[src/hw/rtl/sph_pkg.sv]
// shared types, register map and helpers for the smoothed presence detector
package sph_pkg;

   // register map: register i at byte address 4*i
   localparam int unsigned CsrAddrWidth = 4;
   localparam int unsigned CsrDataWidth = 32;
   localparam int unsigned LevelWidth   = 16;
   localparam int unsigned CountWidth   = 17;
   localparam int unsigned ReqDataWidth = 32;
   localparam int unsigned RspDataWidth = 24;

   typedef enum logic [1:0] {
      REG_WEIGHT    = 2'd0,
      REG_THRESHOLD = 2'd1,
      REG_ENTER     = 2'd2,
      REG_LEAVE     = 2'd3
   } csr_index_type;

   // configuration values as seen by the datapath
   typedef struct packed {
      logic [15:0]        weight;
      logic signed [15:0] threshold;
      logic [15:0]        enter_frames;
      logic [15:0]        leave_frames;
   } cfg_type;

   // one result item
   typedef struct packed {
      logic               is_active;
      logic signed [15:0] level;
   } result_type;

   // clamp a wide signed value into the Q8.8 level range
   function automatic logic signed [15:0] sat_level(input logic signed [19:0] v);
      logic signed [15:0] r;
      if (v > 20'sd32767) begin
         r = 16'sh7fff;
      end else if (v < -20'sd32768) begin
         r = 16'sh8000;
      end else begin
         r = v[15:0];
      end
      return r;
   endfunction

endpackage

[src/hw/rtl/sph_csr.sv]
// configuration register file behind the apb-style port
module sph_csr (
   input  logic                                  clock,
   input  logic                                  reset,
   input  logic                                  csr_psel,
   input  logic                                  csr_penable,
   input  logic                                  csr_pwrite,
   input  logic [sph_pkg::CsrAddrWidth-1:0]      csr_paddr,
   input  logic [sph_pkg::CsrDataWidth-1:0]      csr_pwdata,
   output logic [sph_pkg::CsrDataWidth-1:0]      csr_prdata,
   output logic                                  csr_pready,
   output sph_pkg::cfg_type                      cfg
);

   sph_pkg::cfg_type       cfg_ff, cfg_in;
   sph_pkg::csr_index_type index;
   logic                   write_en;

   assign index    = sph_pkg::csr_index_type'(csr_paddr[3:2]);
   assign write_en = csr_psel && csr_penable && csr_pwrite;

   // register write decode
   always_comb begin
      cfg_in = cfg_ff;
      if (write_en) begin
         case (index)
            sph_pkg::REG_WEIGHT:    cfg_in.weight       = csr_pwdata[15:0];
            sph_pkg::REG_THRESHOLD: cfg_in.threshold    = csr_pwdata[15:0];
            sph_pkg::REG_ENTER:     cfg_in.enter_frames = csr_pwdata[15:0];
            sph_pkg::REG_LEAVE:     cfg_in.leave_frames = csr_pwdata[15:0];
            default:                cfg_in = cfg_ff;
         endcase
      end
   end

   always_ff @(posedge clock) begin
      if (reset) begin
         cfg_ff <= '0;
      end else begin
         cfg_ff <= cfg_in;
      end
   end

   // read mux
   always_comb begin
      case (index)
         sph_pkg::REG_WEIGHT:    csr_prdata = {16'd0, cfg_ff.weight};
         sph_pkg::REG_THRESHOLD: csr_prdata = {16'd0, cfg_ff.threshold};
         sph_pkg::REG_ENTER:     csr_prdata = {16'd0, cfg_ff.enter_frames};
         sph_pkg::REG_LEAVE:     csr_prdata = {16'd0, cfg_ff.leave_frames};
         default:                csr_prdata = '0;
      endcase
   end

   assign csr_pready = 1'b1;
   assign cfg        = cfg_ff;

endmodule

[src/hw/rtl/sph_core.sv]
// level smoothing, threshold compare and enter/leave debounce state
module sph_core (
   input  logic                    clock,
   input  logic                    reset,
   input  logic                    advance,
   input  logic signed [15:0]      main_feature,
   input  logic signed [15:0]      side_feature,
   input  sph_pkg::cfg_type        cfg,
   output sph_pkg::result_type     result
);

   logic signed [15:0] level_ff, level_in;
   logic               first_ff, first_in;
   logic               active_ff, active_in;
   logic [16:0]        count_ff, count_in;

   logic signed [16:0] diff;
   logic [16:0]        inv_weight;
   logic signed [16:0] weight_s;
   logic signed [17:0] inv_weight_s;
   logic signed [32:0] old_term;
   logic signed [34:0] new_term;
   logic signed [35:0] acc;
   logic signed [19:0] scaled;
   logic               cand;
   logic [16:0]        count_inc;
   logic [15:0]        limit;

   // exact 17-bit difference of the two features
   assign diff = {main_feature[15], main_feature} - {side_feature[15], side_feature};

   // weighted sum of old level and new difference, rounded half up
   assign inv_weight   = 17'h10000 - {1'b0, cfg.weight};
   assign weight_s     = {1'b0, cfg.weight};
   assign inv_weight_s = {1'b0, inv_weight};
   assign old_term     = level_ff * weight_s;
   assign new_term     = diff * inv_weight_s;
   assign acc          = 36'(old_term) + 36'(new_term) + 36'sd32768;
   assign scaled       = acc[35:16];

   // level update, first frame loads the difference directly
   always_comb begin
      if (first_ff) begin
         level_in = sph_pkg::sat_level(20'(diff));
      end else begin
         level_in = sph_pkg::sat_level(scaled);
      end
      first_in = 1'b0;
   end

   // debounce counter and active flag
   assign cand      = level_in > cfg.threshold;
   assign count_inc = count_ff + 17'd1;
   assign limit     = active_ff ? cfg.leave_frames : cfg.enter_frames;

   always_comb begin
      active_in = active_ff;
      count_in  = '0;
      if (cand != active_ff) begin
         if (count_inc > {1'b0, limit}) begin
            active_in = cand;
            count_in  = '0;
         end else begin
            count_in = count_inc;
         end
      end
   end

   always_ff @(posedge clock) begin
      if (reset) begin
         level_ff  <= '0;
         first_ff  <= 1'b1;
         active_ff <= 1'b0;
         count_ff  <= '0;
      end else if (advance) begin
         level_ff  <= level_in;
         first_ff  <= first_in;
         active_ff <= active_in;
         count_ff  <= count_in;
      end
   end

   assign result.is_active = active_in;
   assign result.level     = level_in;

endmodule

[src/hw/rtl/smoothed_presence_hysteresis.sv]
// smoothed presence detector with enter/leave hysteresis, top level
// a request passes the input reg, then the result reg; the level feedback closes
// in the single compute stage; throughput: one request per cycle while results are taken
// an empty input register takes a new request while a result waits in the result register
// reset: synchronous, active high; clears valids, configuration and detector state
module smoothed_presence_hysteresis (
   input  logic                                  clock,
   input  logic                                  reset,
   input  logic                                  req_tvalid,
   output logic                                  req_tready,
   // [15:0] main_feature, [31:16] side_feature
   input  logic [sph_pkg::ReqDataWidth-1:0]      req_tdata,
   output logic                                  rsp_tvalid,
   input  logic                                  rsp_tready,
   // [0] is_active, [16:1] smoothed_level, [23:17] zero
   output logic [sph_pkg::RspDataWidth-1:0]      rsp_tdata,
   input  logic                                  csr_psel,
   input  logic                                  csr_penable,
   input  logic                                  csr_pwrite,
   input  logic [sph_pkg::CsrAddrWidth-1:0]      csr_paddr,
   input  logic [sph_pkg::CsrDataWidth-1:0]      csr_pwdata,
   output logic [sph_pkg::CsrDataWidth-1:0]      csr_prdata,
   output logic                                  csr_pready
);

   logic                s1_valid_ff, s1_valid_in;
   logic signed [15:0]  s1_main_ff, s1_side_ff;
   logic                rsp_valid_ff, rsp_valid_in;
   sph_pkg::result_type rsp_data_ff;
   sph_pkg::result_type result;
   sph_pkg::cfg_type    cfg;
   logic                advance;
   logic                req_accept;

   sph_csr u_csr (
      .clock       (clock),
      .reset       (reset),
      .csr_psel    (csr_psel),
      .csr_penable (csr_penable),
      .csr_pwrite  (csr_pwrite),
      .csr_paddr   (csr_paddr),
      .csr_pwdata  (csr_pwdata),
      .csr_prdata  (csr_prdata),
      .csr_pready  (csr_pready),
      .cfg         (cfg)
   );

   // handshake control between input register and result register
   assign advance      = s1_valid_ff && (!rsp_valid_ff || rsp_tready);
   assign req_tready   = !s1_valid_ff || advance;
   assign req_accept   = req_tvalid && req_tready;
   assign s1_valid_in  = req_accept || (s1_valid_ff && !advance);
   assign rsp_valid_in = advance || (rsp_valid_ff && !rsp_tready);

   always_ff @(posedge clock) begin
      if (reset) begin
         s1_valid_ff  <= 1'b0;
         rsp_valid_ff <= 1'b0;
      end else begin
         s1_valid_ff  <= s1_valid_in;
         rsp_valid_ff <= rsp_valid_in;
      end
   end

   // request payload register
   always_ff @(posedge clock) begin
      if (req_accept) begin
         s1_main_ff <= req_tdata[15:0];
         s1_side_ff <= req_tdata[31:16];
      end
   end

   sph_core u_core (
      .clock        (clock),
      .reset        (reset),
      .advance      (advance),
      .main_feature (s1_main_ff),
      .side_feature (s1_side_ff),
      .cfg          (cfg),
      .result       (result)
   );

   // result register
   always_ff @(posedge clock) begin
      if (advance) begin
         rsp_data_ff <= result;
      end
   end

   assign rsp_tvalid = rsp_valid_ff;
   assign rsp_tdata  = {7'd0, rsp_data_ff.level, rsp_data_ff.is_active};

`ifndef SYNTH
   // an empty input stage always takes a request
   a_ready_when_empty: assert property (@(posedge clock) disable iff (reset)
      !s1_valid_ff |-> req_tready)
      else $error("input stage empty but request not taken");

   // a pending request moves on whenever the result register is free
   a_advance_when_free: assert property (@(posedge clock) disable iff (reset)
      (s1_valid_ff && !rsp_valid_ff) |-> advance)
      else $error("pending request stuck with free result register");

   // a full pipe with a stalled result blocks new requests
   a_block_when_full: assert property (@(posedge clock) disable iff (reset)
      (s1_valid_ff && rsp_valid_ff && !rsp_tready) |-> !req_tready)
      else $error("request taken while pipe is full and stalled");

   // a result register that was loaded is valid in the next cycle
   a_result_after_advance: assert property (@(posedge clock) disable iff (reset)
      advance |=> rsp_valid_ff)
      else $error("advanced request produced no result");
`endif

endmodule

[config.mk]
export PLATFORM = sky130hd
export DESIGN_NAME = smoothed_presence_hysteresis
export DESIGN_NICKNAME = d
export VERILOG_FILES = /design/src/hw/rtl/sph_pkg.sv /design/src/hw/rtl/sph_csr.sv /design/src/hw/rtl/sph_core.sv /design/src/hw/rtl/smoothed_presence_hysteresis.sv
export SDC_FILE = /design/constraint.sdc
export NUM_CORES = 2
export LEC_CHECK = 0
export BUFFER_PORTS_ARGS = -buffer_cell sky130_fd_sc_hd__buf_2
export CAP_MARGIN = 20
export CELL_PAD_IN_SITES_DETAIL_PLACEMENT = 1
export CELL_PAD_IN_SITES_GLOBAL_PLACEMENT = 2
export CORE_MARGIN = 4
export CORE_UTILIZATION = 37
export DETAILED_ROUTE_END_ITERATION = 10
export PLACE_DENSITY = 0.88
export SKIP_LAST_GASP = 1
export SLEW_MARGIN = 30
export SYNTH_ARGS = -nofsm -noshare
export SYNTH_HDL_FRONTEND = slang
export SYNTH_SLANG_ARGS = --single-unit
[constraint.sdc]
create_clock -name clock -period 11.2 [get_ports clock]
set_input_delay 2.24 -clock clock [delete_from_list [all_inputs] [get_ports clock]]
set_output_delay 2.24 -clock clock [all_outputs]
set_load 0.01 [all_outputs]
==> reports/results.tsv <==
metric	value	unit
Yosys cell types	82	
violated checks	negative setup slack	
Initial Util	37.5	%
Post-Syn Area	27000	um^2
Worst EP arrival	11.74	ns
# diodes	0	
Iteration-0 DRC Markers	1220	
total track usage	24.1	%
Setup crit end kind	flip-flop	
CTS tree	built	
asr flop ratio synth	0	%
power per cell area	352	nW/um^2
period utilisation layout	101	%
Seq cells post-synth	150	
wire per inst	21.4	um
final critical-path setup slack	-0.118	ns
max incr delay on CP	0.58	ns
clk buf depth	2	
max-cap violation count	0	
Worst VDD drop	0.529	mV
final clock skew	0.0254	ns
P_leak	16.0	nW
status	finished, violations left	
clock slew at reported path FFs	0.09	ns
fillers	8386	
TritonCTS Buffers	17	
min-delay worst type	reg2reg	
layout cells sized above 1	19.4	%
first-pass GRT wire length	144000	um
sequential fraction of the synthesis area	12.9	%
Min Hold Slack	0.471	ns
Via density	5.17	
Max Fclk	0.0884	GHz
Final Instance Count excl. Fillers	4345	
unrepaired setup endpoints after global routing	yes	
Yosys warning total	0	
Detailed Routing Iterations Pass 1	5	
Crit-path slowest cell	fa_1	
Synth-to-Final Area Change	19.9	%
Sink Count	150	
GR Overflow Total	0	
Main synth FF type	dfxtp_1	
Max Slew Vio Count	0	
antenna-violating nets left	0	
Worst slew margin	40.1	%
Final Hold Fails	0	
Vias	22500	
Total Wirelength	92900	um
vias in the first global route	25300	
Clock Latency Late Sink	0.47	ns
Worst Tran Pin Value	0.897	ns
final setup violation count	16	
CTS H-Tree Depth	4	
pre-CTS setup slack	-0.654	ns
antenna violations before repair	0	
DRC viols	0	
largest net degree at the start of global routing	67	
CORE AREA	72000	um^2
Cells after Synth	3052	
Syn Area/Cell	8.85	um^2
number of port buffers	91	
die area	77400	um^2
Site Rows	98	
type of origin of the critical path	flip-flop	
critical path peak fanout	8	
hpwl dp	74800	um
placer congestion estimate	0.891	
Die Y	278	um
Final nets	4203	
Critical Path RT	11.62	ns
Post-synth EDFFs	49	
Die W	278	um
Tmin final	11.32	ns
Root Buffer	clkbuf_16	
cts hold-fix bufs	0	
setup TNS	-1.48	ns
Crit Path Category	reg2reg	
placed instance count	4261	
io pins	134	
most frequent CP cell	fa_1	
==> synth_stat cells, types with 4 or more instances <==
cell,n,area (um^2)
a211o_1,4,35.0
a211oi_1,6,45.0
a21o_1,17,128
a21oi_1,148,741
a22o_1,9,78.8
a31oi_1,10,62.6
a41oi_1,4,35.0
and2_1,148,926
and3_1,12,75.1
and4_1,4,35.0
buf_1,10,37.5
buf_2,8,40.0
buf_4,28,210
buf_6,4,45.0
clkbuf_1,112,420
dfxtp_1,101,2020
edfxtp_1,49,1470
fa_1,484,9690
ha_1,262,3280
inv_1,590,2210
mux2_2,4,45.0
mux2i_1,15,150
mux4_2,16,360
nand2_1,508,1910
nand2b_1,22,138
nand3_1,25,125
nand4_1,15,93.8
nor2_1,188,706
nor2b_1,9,56.3
nor3_1,13,65.1
o211ai_1,11,82.6
o21a_1,11,82.6
o21ai_0,39,195
o21ai_1,11,55.1
o21bai_1,4,30.0
o31ai_1,5,37.5
or2_2,4,25.0
or3_1,4,25.0
xnor2_1,43,377
xor2_1,34,298
==> routing by layer <==
layer,vias to the layer above,routed length [um],global-route usage [%]
li1,10000,-,-
met5,-,0,0
met3,223,4390,3.20
met2,611,46700,42.3
met4,0,5300,12.2
met1,11600,36600,29.0
==> final cells by class <==
cell class / count / area [um^2] / area share [%]
timing repair buffer: 451 / 3380 / 10.4
clock buffer: 17 / 425 / 1.31
tap: 950 / 1190 / 3.67
multi-input combinational: 2170 / 21500 / 66.4
sequential: 150 / 3490 / 10.8
inverter: 592 / 2220 / 6.86
clock inverter: 15 / 189 / 0.583
==> state kept, by name, summed over array words and instances (netlist names) <==
name              cells
u_csr.cfg            64
rsp_tdata            17
u_core.count_ff      17
s1_main_ff           16
s1_side_ff           16
u_core.level_ff      16
rsp_tvalid            1
s1_valid_ff           1
u_core.active_ff      1
u_core.first_ff       1
==> cell usage in the layout, fill, tap and decap left out, types with 13 or more instances in the layout <==
cell	count
xor2_1	33
conb_1	24
inv_1	579
ha_1	243
o21ai_0	28
buf_2	91
nand2b_1	21
fa_1	476
nand3_1	25
clkbuf_16	17
mux4_2	16
buf_4	332
nor2_1	174
nand4_1	15
mux2i_1	15
a21o_1	17
and2_1	146
ha_4	15
dfxtp_1	101
nand2_1	498
o21ai_1	13
edfxtp_1	49
xnor2_1	32
a21oi_1	131
buf_6	16
==> worst max-delay path, delay by kind of cell, from the launching register on <==
family                     cells  cell delay [ns]
adders and majority gates     12             5.10
DFF                            1             0.42
buffers and inverters          8             1.17
xor gates and xnor gates       1             0.16
AOI/OAI and AO/OA             15             3.08
and+or+nand+nor                9             1.39
==> logic make-up after synthesis <==
family,Yosys count,share of synthesized area (%)
mux,35,2.06
buf+inv,754,11.0
simple gates,969,16.0
compound gates,319,7.46
flops,150,12.9
other cells,2,0.0278
fa+ha+maj,746,48.0
xor+xnor,77,2.50
==> final timing paths <==
path | from | endpoint | slack [ns] | depth (start not counted)
worst max-delay path | s1_side_ff[0]$_DFFE_PP_ | u_core.count_ff[10]$_SDFFE_PP0P_ | -0.12 | 45
worst max register to register | s1_side_ff[0]$_DFFE_PP_ | u_core.count_ff[10]$_SDFFE_PP0P_ | -0.12 | 45
worst min-delay path | u_csr.cfg[26]$_SDFFE_PP0P_ | u_csr.cfg[26]$_SDFFE_PP0P_ | 0.47 | 2
worst min register to register | u_csr.cfg[26]$_SDFFE_PP0P_ | u_csr.cfg[26]$_SDFFE_PP0P_ | 0.47 | 2
==> per-stage QoR <==
stage               util, %  area [um^2]  power [mW]
global route           45.0        32400        12.4
CTS                    44.6        32100        11.1
floorplan                 -        27100        5.45
finish                 45.0        32400        11.4
detailed placement     42.4        30500        9.39
global placement       42.3        30500        9.22
==> power by group <==
group	switching (mW)	internal (mW)	total, mW
clock	0.306	0.307	0.614
sequential	0.0725	0.609	0.682
combinational	5.34	4.78	10.1
total	5.72	5.69	11.4
==> repair_timing <==
item                       4_1_cts  5_1_grt
setup endpoints to repair       18       18
cloned                           3        0
buffers inserted                38       15
resized for setup              130       62
pin swaps                       47       33
Note: power is estimated with default switching activity, not from simulation.
